<file path="config.mk">
export PLATFORM = sky130hd
export DESIGN_NAME = decimal_int32_token_validator_core
export DESIGN_NICKNAME = d
export VERILOG_FILES = /design/src/design/dtv_pkg.sv /design/src/design/decimal_int32_token_validator_core.sv /design/src/design/dtv_in_reg.sv /design/src/design/dtv_scan.sv /design/src/design/dtv_out_reg.sv
export VERILOG_INCLUDE_DIRS = /design/src /design/src/design
export SDC_FILE = /design/constraint.sdc
export NUM_CORES = 1
export LEC_CHECK = 0
export BUFFER_PORTS_ARGS = -buffer_cell sky130_fd_sc_hd__buf_2
export CORE_MARGIN = 2
export CORE_UTILIZATION = 50
export CTS_CLUSTER_DIAMETER = 100
export CTS_CLUSTER_SIZE = 14
export DETAILED_ROUTE_END_ITERATION = 12
export PLACE_DENSITY = 0.73
export SYNTH_ARGS = -nofsm -noshare
export SYNTH_HDL_FRONTEND = slang
export SYNTH_SLANG_ARGS = --single-unit
export TNS_END_PERCENT = 10
</file>
<file path="constraint.sdc">
create_clock -name clk -period 2.7 [get_ports clk]
set_input_delay 0.54 -clock clk [delete_from_list [all_inputs] [get_ports clk]]
set_output_delay 0.54 -clock clk [all_outputs]
set_load 0.02 [all_outputs]
</file>
<file path="src/design/decimal_int32_token_validator_core_defines.svh">
// ----------------------------------------------------------------------------
// Decimal int32 token validator - assertion macros
// Shared concurrent assertion forms, clocked on the rising edge and
// disabled while reset is asserted.
// ----------------------------------------------------------------------------
`ifndef DECIMAL_INT32_TOKEN_VALIDATOR_CORE_DEFINES_SVH
`define DECIMAL_INT32_TOKEN_VALIDATOR_CORE_DEFINES_SVH

// Consequent must hold in the same cycle as the antecedent
`define DTV_ASSERT_SAME(label, clk, rst_n, ante, cons, msg) \
    label: assert property (@(posedge clk) disable iff (!rst_n) (ante) |-> (cons)) \
        else $error(msg);

// Consequent must hold in the cycle after the antecedent
`define DTV_ASSERT_NEXT(label, clk, rst_n, ante, cons, msg) \
    label: assert property (@(posedge clk) disable iff (!rst_n) (ante) |=> (cons)) \
        else $error(msg);

`endif

</file>
<file path="src/design/dtv_pkg.sv">
// ----------------------------------------------------------------------------
// Decimal int32 token validator - package
// Shared types, character codes and the int32 limit digit table.
// ----------------------------------------------------------------------------
`default_nettype none

package dtv_pkg;

    // Default saturation point of the token counter
    localparam int MAX_TOKENS_DEFAULT = 1023;

    localparam int CHAR_W  = 8;
    localparam int COUNT_W = 10;
    localparam int SIG_W   = 4;

    // Character codes
    localparam logic [CHAR_W-1:0] CHAR_NUL   = 8'h00;
    localparam logic [CHAR_W-1:0] CHAR_PLUS  = 8'h2B;
    localparam logic [CHAR_W-1:0] CHAR_MINUS = 8'h2D;
    localparam logic [CHAR_W-1:0] CHAR_ZERO  = 8'h30;
    localparam logic [CHAR_W-1:0] CHAR_NINE  = 8'h39;

    // Significant digit counts
    localparam logic [SIG_W-1:0] LIMIT_LEN = 4'd10;  // digits in the int32 limit
    localparam logic [SIG_W-1:0] LAST_POS  = 4'd9;   // position of the final digit
    localparam logic [SIG_W-1:0] SIG_OVER  = 4'd11;  // held once a token is too long

    // Running comparison against the limit
    typedef enum logic [1:0] {
        CMP_EQ = 2'd0,
        CMP_LT = 2'd1,
        CMP_GT = 2'd2
    } cmp_t;

    // One accepted input character
    typedef struct packed {
        logic [CHAR_W-1:0] ch;
        logic              last_token;
    } item_t;

    // One result item
    typedef struct packed {
        logic               token_ok;
        logic               list_ok;
        logic [COUNT_W-1:0] token_count;
        logic               list_end;
    } result_t;

    // Digit of 2147483647 at a position; 8 at the last position when negative
    function automatic logic [3:0] limit_digit(input logic [SIG_W-1:0] pos,
                                               input logic             neg);
        logic [3:0] d;
        case (pos)
            4'd0:    d = 4'd2;
            4'd1:    d = 4'd1;
            4'd2:    d = 4'd4;
            4'd3:    d = 4'd7;
            4'd4:    d = 4'd4;
            4'd5:    d = 4'd8;
            4'd6:    d = 4'd3;
            4'd7:    d = 4'd6;
            4'd8:    d = 4'd4;
            4'd9:    d = neg ? 4'd8 : 4'd7;
            default: d = 4'd0;
        endcase
        return d;
    endfunction

endpackage

`default_nettype wire

</file>
<file path="src/design/decimal_int32_token_validator_core.sv">
// A terminator passes the input register, then the result register, to reach m_tvalid.
// Throughput: one character per cycle, set by the input register feeding the scanner
// and the single result register; m_tready low stalls only terminators.
// Reset (rst_n low, asynchronous): all token and list state cleared, both stages empty.
// ----------------------------------------------------------------------------
// Decimal int32 token validator - top level
// Checks a stream of NUL-terminated decimal tokens against the int32 range.
// ----------------------------------------------------------------------------
`default_nettype none

module decimal_int32_token_validator_core #(
    parameter int MAX_TOKENS = dtv_pkg::MAX_TOKENS_DEFAULT
) (
    input  wire logic        clk,
    input  wire logic        rst_n,
    input  wire logic        s_tvalid,
    output logic             s_tready,
    input  wire logic [7:0]  s_tdata,   // [7:0] ch
    input  wire logic        s_tlast,   // last_token
    output logic             m_tvalid,
    input  wire logic        m_tready,
    output logic [15:0]      m_tdata,   // [0] token_ok, [1] list_ok, [11:2] token_count
    output logic             m_tlast    // list_end
);

    logic             take;
    logic             item_valid;
    dtv_pkg::item_t   item;
    logic             res_valid;
    dtv_pkg::result_t res;
    logic             out_free;
    dtv_pkg::result_t m_res;

    dtv_in_reg u_in (
        .clk        (clk),
        .rst_n      (rst_n),
        .s_tvalid   (s_tvalid),
        .s_tready   (s_tready),
        .s_ch       (s_tdata),
        .s_last     (s_tlast),
        .take       (take),
        .item_valid (item_valid),
        .item       (item)
    );

    dtv_scan #(
        .MAX_TOKENS (MAX_TOKENS)
    ) u_scan (
        .clk        (clk),
        .rst_n      (rst_n),
        .item_valid (item_valid),
        .item       (item),
        .out_free   (out_free),
        .take       (take),
        .res_valid  (res_valid),
        .res        (res)
    );

    dtv_out_reg u_out (
        .clk       (clk),
        .rst_n     (rst_n),
        .res_valid (res_valid),
        .res       (res),
        .out_free  (out_free),
        .m_tvalid  (m_tvalid),
        .m_tready  (m_tready),
        .m_res     (m_res)
    );

    // Pack result fields
    assign m_tdata = {4'd0, m_res.token_count, m_res.list_ok, m_res.token_ok};
    assign m_tlast = m_res.list_end;

endmodule

`default_nettype wire

</file>
<file path="src/design/dtv_in_reg.sv">
// ----------------------------------------------------------------------------
// Decimal int32 token validator - input register
// Holds one accepted character until the scanner consumes it.
// ----------------------------------------------------------------------------
`default_nettype none

module dtv_in_reg (
    input  wire logic                        clk,
    input  wire logic                        rst_n,
    input  wire logic                        s_tvalid,
    output logic                             s_tready,
    input  wire logic [dtv_pkg::CHAR_W-1:0]  s_ch,
    input  wire logic                        s_last,
    input  wire logic                        take,
    output logic                             item_valid,
    output dtv_pkg::item_t                   item
);

    logic            valid_reg;
    dtv_pkg::item_t  item_reg;

    // Free when empty or when the held character leaves this cycle
    assign s_tready   = !valid_reg || take;
    assign item_valid = valid_reg;
    assign item       = item_reg;

    // Valid flag
    always_ff @(posedge clk or negedge rst_n)
    begin
        if (!rst_n)
        begin
            valid_reg <= 1'b0;
        end
        else if (s_tvalid && s_tready)
        begin
            valid_reg <= 1'b1;
        end
        else if (take)
        begin
            valid_reg <= 1'b0;
        end
    end

    // Payload
    always_ff @(posedge clk)
    begin
        if (s_tvalid && s_tready)
        begin
            item_reg.ch         <= s_ch;
            item_reg.last_token <= s_last;
        end
    end

endmodule

`default_nettype wire

</file>
<file path="src/design/dtv_scan.sv">
// ----------------------------------------------------------------------------
// Decimal int32 token validator - token scanner
// Per-character token state update and result generation on terminators.
// ----------------------------------------------------------------------------
`default_nettype none

`include "decimal_int32_token_validator_core_defines.svh"

module dtv_scan #(
    parameter int MAX_TOKENS = dtv_pkg::MAX_TOKENS_DEFAULT
) (
    input  wire logic           clk,
    input  wire logic           rst_n,
    input  wire logic           item_valid,
    input  wire dtv_pkg::item_t item,
    input  wire logic           out_free,
    output logic                take,
    output logic                res_valid,
    output dtv_pkg::result_t    res
);

    localparam logic [dtv_pkg::COUNT_W-1:0] COUNT_CAP =
        (MAX_TOKENS > 1023) ? 10'd1023 : dtv_pkg::COUNT_W'(MAX_TOKENS);

    logic                          first_reg,   first_next;
    logic                          neg_reg,     neg_next;
    logic                          lead_reg,    lead_next;
    logic                          bad_reg,     bad_next;
    logic [dtv_pkg::SIG_W-1:0]     sig_reg,     sig_next;
    dtv_pkg::cmp_t                 cmp_reg,     cmp_next;
    logic                          list_bad_reg, list_bad_next;
    logic [dtv_pkg::COUNT_W-1:0]   count_reg,   count_next;

    logic                          is_term;
    logic                          is_sign;
    logic                          is_digit;
    logic [3:0]                    digit;
    logic [3:0]                    lim;
    logic                          ok;

    assign is_term  = (item.ch == dtv_pkg::CHAR_NUL);
    assign is_sign  = (item.ch == dtv_pkg::CHAR_PLUS) || (item.ch == dtv_pkg::CHAR_MINUS);
    assign is_digit = (item.ch >= dtv_pkg::CHAR_ZERO) && (item.ch <= dtv_pkg::CHAR_NINE);
    assign digit    = item.ch[3:0];
    assign lim      = dtv_pkg::limit_digit(sig_reg, neg_reg);

    // A character always moves on; a terminator waits for the result slot
    assign take      = item_valid && (!is_term || out_free);
    assign res_valid = take && is_term;

    // Token verdict
    assign ok = !bad_reg &&
                ((sig_reg < dtv_pkg::LIMIT_LEN) ||
                 ((sig_reg == dtv_pkg::LIMIT_LEN) &&
                  ((cmp_reg == dtv_pkg::CMP_EQ) || (cmp_reg == dtv_pkg::CMP_LT))));

    // Next state and result
    always_comb
    begin
        first_next    = first_reg;
        neg_next      = neg_reg;
        lead_next     = lead_reg;
        bad_next      = bad_reg;
        sig_next      = sig_reg;
        cmp_next      = cmp_reg;
        list_bad_next = list_bad_reg;
        count_next    = count_reg;

        res.token_ok    = ok;
        res.list_ok     = !(list_bad_reg || !ok);
        res.token_count = (count_reg < COUNT_CAP) ? count_reg + 10'd1 : count_reg;
        res.list_end    = item.last_token;

        if (take)
        begin
            if (!is_term)
            begin
                first_next = 1'b0;
                if (first_reg && is_sign)
                begin
                    neg_next = (item.ch == dtv_pkg::CHAR_MINUS);
                end
                else if (is_digit)
                begin
                    // Leading zeros carry no weight
                    if (!(lead_reg && (digit == 4'd0)))
                    begin
                        lead_next = 1'b0;
                        if (sig_reg >= dtv_pkg::LIMIT_LEN)
                        begin
                            sig_next = dtv_pkg::SIG_OVER;
                        end
                        else
                        begin
                            if (cmp_reg == dtv_pkg::CMP_EQ)
                            begin
                                if (digit < lim)
                                begin
                                    cmp_next = dtv_pkg::CMP_LT;
                                end
                                else if (digit > lim)
                                begin
                                    cmp_next = dtv_pkg::CMP_GT;
                                end
                            end
                            sig_next = sig_reg + 4'd1;
                        end
                    end
                end
                else
                begin
                    bad_next = 1'b1;
                end
            end
            else
            begin
                // Token closes: clear token state, and list state on list end
                first_next = 1'b1;
                neg_next   = 1'b0;
                lead_next  = 1'b1;
                bad_next   = 1'b0;
                sig_next   = '0;
                cmp_next   = dtv_pkg::CMP_EQ;
                if (item.last_token)
                begin
                    list_bad_next = 1'b0;
                    count_next    = '0;
                end
                else
                begin
                    list_bad_next = !res.list_ok;
                    count_next    = res.token_count;
                end
            end
        end
    end

    // State registers
    always_ff @(posedge clk or negedge rst_n)
    begin
        if (!rst_n)
        begin
            first_reg    <= 1'b1;
            neg_reg      <= 1'b0;
            lead_reg     <= 1'b1;
            bad_reg      <= 1'b0;
            sig_reg      <= '0;
            cmp_reg      <= dtv_pkg::CMP_EQ;
            list_bad_reg <= 1'b0;
            count_reg    <= '0;
        end
        else
        begin
            first_reg    <= first_next;
            neg_reg      <= neg_next;
            lead_reg     <= lead_next;
            bad_reg      <= bad_next;
            sig_reg      <= sig_next;
            cmp_reg      <= cmp_next;
            list_bad_reg <= list_bad_next;
            count_reg    <= count_next;
        end
    end

    // Checks
    `DTV_ASSERT_SAME(a_sig_range, clk, rst_n, 1'b1, sig_reg <= dtv_pkg::SIG_OVER, "digit count out of range")
    `DTV_ASSERT_SAME(a_cmp_code, clk, rst_n, 1'b1, cmp_reg != 2'd3, "unused compare code")
    `DTV_ASSERT_SAME(a_bad_token_list, clk, rst_n, res_valid && !res.token_ok, !res.list_ok, "bad token left list ok")
    `DTV_ASSERT_NEXT(a_list_clear, clk, rst_n, res_valid && res.list_end, (count_reg == '0) && !list_bad_reg, "list state not cleared")

endmodule

`default_nettype wire

</file>
<file path="src/design/dtv_out_reg.sv">
// ----------------------------------------------------------------------------
// Decimal int32 token validator - result register
// Holds one result until the downstream side takes it.
// ----------------------------------------------------------------------------
`default_nettype none

module dtv_out_reg (
    input  wire logic             clk,
    input  wire logic             rst_n,
    input  wire logic             res_valid,
    input  wire dtv_pkg::result_t res,
    output logic                  out_free,
    output logic                  m_tvalid,
    input  wire logic             m_tready,
    output dtv_pkg::result_t      m_res
);

    logic             valid_reg;
    dtv_pkg::result_t res_reg;

    // Slot usable when empty or emptied this cycle
    assign out_free = !valid_reg || m_tready;
    assign m_tvalid = valid_reg;
    assign m_res    = res_reg;

    // Valid flag
    always_ff @(posedge clk or negedge rst_n)
    begin
        if (!rst_n)
        begin
            valid_reg <= 1'b0;
        end
        else if (res_valid)
        begin
            valid_reg <= 1'b1;
        end
        else if (m_tready)
        begin
            valid_reg <= 1'b0;
        end
    end

    // Payload
    always_ff @(posedge clk)
    begin
        if (res_valid)
        begin
            res_reg <= res;
        end
    end

endmodule

`default_nettype wire
</file>
# Word-level counts from Yosys, hierarchy flattened
# Cells that the tools add are included.
[op_classes]
n_eq_ne = 17
reduce_logical = 37
order_cmp = 7
mux = 32
add_sub_neg = 2
[ops]
columns = ["cell", "count"]
rows = [
  ["case mux 4 bit (8 select lines)", 1],
  ["two-way mux 4 bit", 6],
  ["two-way mux 10 bit", 2],
  ["equality test 4 x 3 -> 1 bit, second input constant", 4],
  ["equality test 8 x 6 -> 1 bit, second input constant", 2],
  ["two-way mux 2 bit", 8],
  ["two-way mux 1 bit", 15],
  ["equality test 4 bit, second input constant", 3],
  ["adder 10 x 1 -> 10 bit, second input constant", 1],
  ["< comparator 10 bit, second input constant", 1],
  ["nonzero test 2 bit", 5],
  ["equality test 4 x 2 -> 1 bit, second input constant", 2],
  [">= comparator 8 x 6 -> 1 bit, second input constant", 1],
  ["less-or-equal comparator 8 x 6 -> 1 bit, second input constant", 1],
  ["logical AND 1 bit", 8],
  ["zero test 4 bit", 2],
  ["zero test 8 bit", 1],
  ["inequality test 2 x 1 -> 1 bit, second input constant", 4],
  ["logical OR 1 bit", 7],
  ["AND reduction 7 bit", 1],
  ["zero test 1 bit", 6],
  ["adder 4 x 1 -> 4 bit, second input constant", 1],
  ["equality test 4 x 1 -> 1 bit, second input constant", 1],
  [">= comparator 4 bit, second input constant", 1],
  ["other kinds (10)", 11],
]
[word_totals]
ff_bits = 45
output_inout_bits = 19
wordCells = 111

# Logic depth before layout (Yosys ltp)
[logic_depth]
depth_word = 12
ltp_mapped = 12
depth_no_buf = 12

# Modules after synthesis
# From an unflattened synthesis, not the netlist that was laid out.
[hier_totals]
cells_unflattened = 222
area_unflattened_um2 = 2391.0
[by_module_without_submodules]
columns = ["mod", "area_per_inst_um2", "cells_per_inst", "seq_area_each_um2", "instances"]
rows = [
  ["dtv_scan", 1595.3, 188, 528.0, 1],
  ["dtv_out_reg", 437.9, 16, 415.4, 1],
  ["dtv_in_reg", 324.1, 13, 295.3, 1],
  ["decimal_int32_token_validator_core", 33.8, 5, 0.0, 1],
]

# Worst setup path before layout
# OpenSTA, ideal clock, no wires.
[synth_path]
kind = "register to register"
from = "reg u_scan.sig_reg[1] (netlist bit)"
to = "reg u_scan.cmp_reg[1]"
n_path_buf = 0
slack_ns = 0.622
stages_incl_launch_ff = 12
t_required_ns = 2.560
arrival_time_ns = 1.938
setup_time_ns = 0.140
period_less_slack_ns = 2.078
path_cell_list = "dfrtp_1 -> inv_1 -> ha_1 -> nor2b_1 -> nor2_1 -> o21ai_0 -> o21ai_0 -> ha_1 -> nand2_1 -> o31a_1 -> a41oi_1 -> nor2_1"
[synth_via]
elab_chain_cells = 11
[synth_lines]
columns = ["element", "line", "rtl"]
rows = [
  ["start, declared", "dtv_scan.sv:29", "logic [dtv_pkg::SIG_W-1:0] sig_reg, sig_next;"],
  ["start signal, assigned", "dtv_scan.sv:158", "sig_reg <= sig_next;"],
  ["equality test 4 x 2 -> 1 bit (tied with other cells)", "dtv_pkg.sv:53", "case (pos)"],
  ["OR reduction 3 bit (no source line)", "-", ""],
  ["case mux 4 bit (8 select lines)", "dtv_pkg.sv:53", ""],
  ["< comparator 4 bit", "dtv_scan.sv:97", "if (digit < lim)"],
  ["two-way mux 2 bit", "dtv_scan.sv:97", ""],
  ["two-way mux 2 bit", "dtv_scan.sv:95", "if (cmp_reg == dtv_pkg::CMP_EQ)"],
  ["two-way mux 2 bit", "dtv_scan.sv:89", "if (sig_reg >= dtv_pkg::LIMIT_LEN)"],
  ["two-way mux 2 bit", "dtv_scan.sv:86", "if (!(lead_reg && (digit == 4'd0)))"],
  ["two-way mux 2 bit", "dtv_scan.sv:83", "else if (is_digit)"],
  ["two-way mux 2 bit", "dtv_scan.sv:79", "if (first_reg && is_sign)"],
  ["two-way mux 2 bit", "dtv_scan.sv:76", "if (!is_term)"],
  ["end signal, assigned", "dtv_scan.sv:148", "cmp_reg <= dtv_pkg::CMP_EQ;"],
  ["end signal, assigned", "dtv_scan.sv:159", "cmp_reg <= cmp_next;"],
  ["end, declared", "dtv_scan.sv:30", "dtv_pkg::cmp_t cmp_reg, cmp_next;"],
]
# Parallel ways exist; a longest one is shown, timed or not. The select of a mux whose other input is x is not followed.
# A chain may end at the register's enable or synchronous reset.

# Final worst setup path
[layout_path]
from = "reg u_in.item_reg (netlist bit u_in.item[5])"
to = "out s_tready"
[layout_via]
elab_chain_cells = 5
[layout_lines]
columns = ["element", "line", "rtl"]
rows = [
  ["start, declared", "dtv_in_reg.sv:20", "dtv_pkg::item_t item_reg;"],
  ["zero test 8 bit", "dtv_scan.sv:41", "assign is_term = (item.ch == dtv_pkg::CHAR_NUL);"],
  ["zero test 1 bit", "dtv_scan.sv:48", "assign take = item_valid && (!is_term || out_free);"],
  ["logical OR 1 bit", "dtv_scan.sv:48", ""],
  ["logical AND 1 bit", "dtv_scan.sv:48", ""],
  ["logical OR 1 bit", "dtv_in_reg.sv:23", "assign s_tready = !valid_reg || take;"],
  ["end, declared", "decimal_int32_token_validator_core.sv:17", "output logic s_tready,"],
]
# Every way passes these cells.

==> metrics <==
relative slew slack 58.9%; Top FF cell, synth edfxtp_1; slowest CP cell edfxtp_1; CP Launch Type register; DR iter-0 viols 116; Cell Rows 24; Die Wd 72.4 um; GP Congestion 0.807; ANT nets after route 0; maximum clock rate 424 MHz; critical path depth 4; mean routed wirelength per cell 14.6 um; via count 1684; fraction of registers with async set or reset after synthesis 51.1%; flops & latches, synth 45; clk_lat worst skew 0.29 ns; # IOs 32; Detailed Routing Iterations Pass 1 4; root buffer cell clkbuf_8; global-route wire length before repair 7240 um; DRC Markers 0; share of cells above drive strength 1 19.7%; Overflow after GRT 0; Setup CP Type reg2out; Setup TNS Final 0 ns; setup bufs post-CTS 0; slowest stage delay, CP 0.47 ns; Post-CTS Hold Buffers 0; fin util 58.5%; Final HPWL DP 3080 um; CP Max Fanout 4; Finished Cell Area 0.00260 mm^2; CTS Buffer Depth 2; Critical Path, Cell by Cell nor4_2 > and2_1 > nand4b_1 > buf_2; Reg clk slew, reported paths 0.09 ns; total power 0.00174 W; skew final 0.00654 ns; WP data required 2.16 ns; vias in the first global route 1520; largest area contributor in the netlist edfxtp_1; R2R setup slack 0.39 ns; CP arrival 1.82 ns; Worst VDD drop 416 uV; sequential element share of the synthesized area 53.0%; Max-Cap Viols 0; share of the synthesized area in the top cell type 28.3%; antenna violations before repair 0; Cells after Synth 210; P per Cell Area 671 mW/mm^2; min-delay worst type in2async; post-synth cell types 53; # H-tree levels 2; WL final 4260 um; Cell Area, Synth 0.00234 mm^2; post-place setup slack 0.434 ns; Final min period 2.36 ns; Die Ht 72.4 um; Cell Area, Placed 0.00250 mm^2; post-CTS sizing 0; Core Region 0.00444 mm^2; Post-synth EDFFs 22; # diodes 0; largest net degree at the start of global routing 24; Final Hold Fails 0; FF-to-FF End u_scan.cmp_reg[1]; Nets 260; # clock sinks 45; area grow syn2layout 11.2%; Top delay family on crit path simple AND/OR/NAND/NOR gates; Initial Util 52.6%; GRT Resource Usage Total 17.6%; Area contributors post-synth edfxtp_1 (28%), dfrtp_1 (22%), ha_1 (4.8%); cts bufs inserted 5; final setup margin 0.340 ns; Slew Viols, Final 0; cell depth of the worst flop-to-flop path 11; max reg flops 13; Finish-stage setup viols 0; RSZ-0062 raised after global routing false; Worst setup EP type output port; port bufs 27; status finished, final reports clean; period utilization 87.4%; mean cell area of the mapped netlist 11.1 um^2; Vias/cell 5.79; Leak 1.12 nW; CTS tree built; Yosys warnings 0; full die area 0.00524 mm^2; Crit Reg-Reg Startpoint u_scan.sig_reg[1]; Worst-Margin Slew 0.615 ns; buffers and inverters on the worst path 1
==> worst register-to-register path, stage by stage (launching register included) <==
cell and delay, ns:
dfrtp_1 0.45, inv_1 0.12, ha_1 0.18, nor2b_1 0.22
nor2_1 0.05, o21ai_0 0.12, o21ai_0 0.12, ha_1 0.29
nand2_1 0.06, o31a_1 0.30, a41oi_1 0.23, nor2_1 0.06
==> synth_stat cells, types with 2 or more instances <==
| cell | count |
|---|---|
| edfxtp_1 | 22 |
| dfrtp_1 | 21 |
| o21ai_0 | 16 |
| a21oi_1 | 14 |
| nand2_1 | 14 |
| nor2_1 | 11 |
| ha_1 | 9 |
| inv_1 | 9 |
| a22o_1 | 5 |
| nand2b_1 | 5 |
| xnor2_1 | 5 |
| and3_1 | 4 |
| buf_4 | 4 |
| clkbuf_1 | 4 |
| nor3_1 | 4 |
| a21o_1 | 3 |
| a41oi_1 | 3 |
| nand3_1 | 3 |
| nand4_1 | 3 |
| o22a_1 | 3 |
| o31ai_1 | 3 |
| a31oi_1 | 2 |
| and2_1 | 2 |
| and4_1 | 2 |
| buf_2 | 2 |
| dfstp_2 | 2 |
| mux2_2 | 2 |
| mux2i_1 | 2 |
| nand4b_1 | 2 |
| nor2b_1 | 2 |
| o211ai_1 | 2 |
| o21a_1 | 2 |
| o31a_1 | 2 |
| xor2_1 | 2 |
==> logic make-up after synthesis <==
logic type,synth area share [%]
fa+ha+maj,4.82
flops,53.0
buf+inv,4.01
compound gates,17.2
other cells,0.160
xor+xnor,2.62
mux,1.82
simple gates,16.4
==> routing by layer <==
layer	up-vias	routed length (um)	GRT usage, %
li1	836	-	-
met1	807	2090	25.3
met2	37	2000	27.6
met3	4	130	3.89
met4	0	41	3.70
met5	-	0	0
==> layout by cell type (no fill, tap or decap), drive strengths merged, types with 3 or more instances in the layout <==
cell type and instances:
nand2 14, and3 4, o22a 3, nand4 4, nand2b 5, xnor2 5, buf 29, edfxtp 22
nor3 4, o21ai 16, nor4 3, conb 4, nor2 11, clkbuf 6, a21oi 15, a21o 4
dfrtp 21, a41oi 3, ha 9, nand3 3, o31ai 3, a22o 5, inv 10
==> per-stage QoR <==
step | std cells | hold WS, ns
floorplan | 213 | 0.244
global placement | 283 | 0.478
detailed placement | 283 | 0.493
CTS | 291 | 0.227
global route | 291 | 0.236
finish | 291 | 0.209
==> layout make-up <==
class	count	area, um^2
fill	400	1840
timing repair buffer	29	150
sequential	45	1240
tap	52	65.1
clock inverter	2	12.5
clock buffer	6	82.6
multi-input combinational	148	1020
inverter	9	33.8
==> where the power goes <==
part | internal [W] | switching (W)
clock | 0.000208 | 0.000225
combinational | 0.000194 | 0.000237
sequential | 0.000780 | 0.0000999
total | 0.00118 | 0.000562
==> worst max-delay path by stage <==
stage / end / start
detailed placement: u_scan.cmp_reg[0] / u_scan.sig_reg[1]
floorplan: u_scan.cmp_reg[1] / u_scan.sig_reg[1]
finish: s_tready / u_in.item[5]
global placement: u_scan.cmp_reg[1] / u_scan.sig_reg[1]
CTS: s_tready / u_in.item[5]
global route: u_scan.cmp_reg[0] / u_scan.sig_reg[1]
Power figures use the tool's default switching activity.
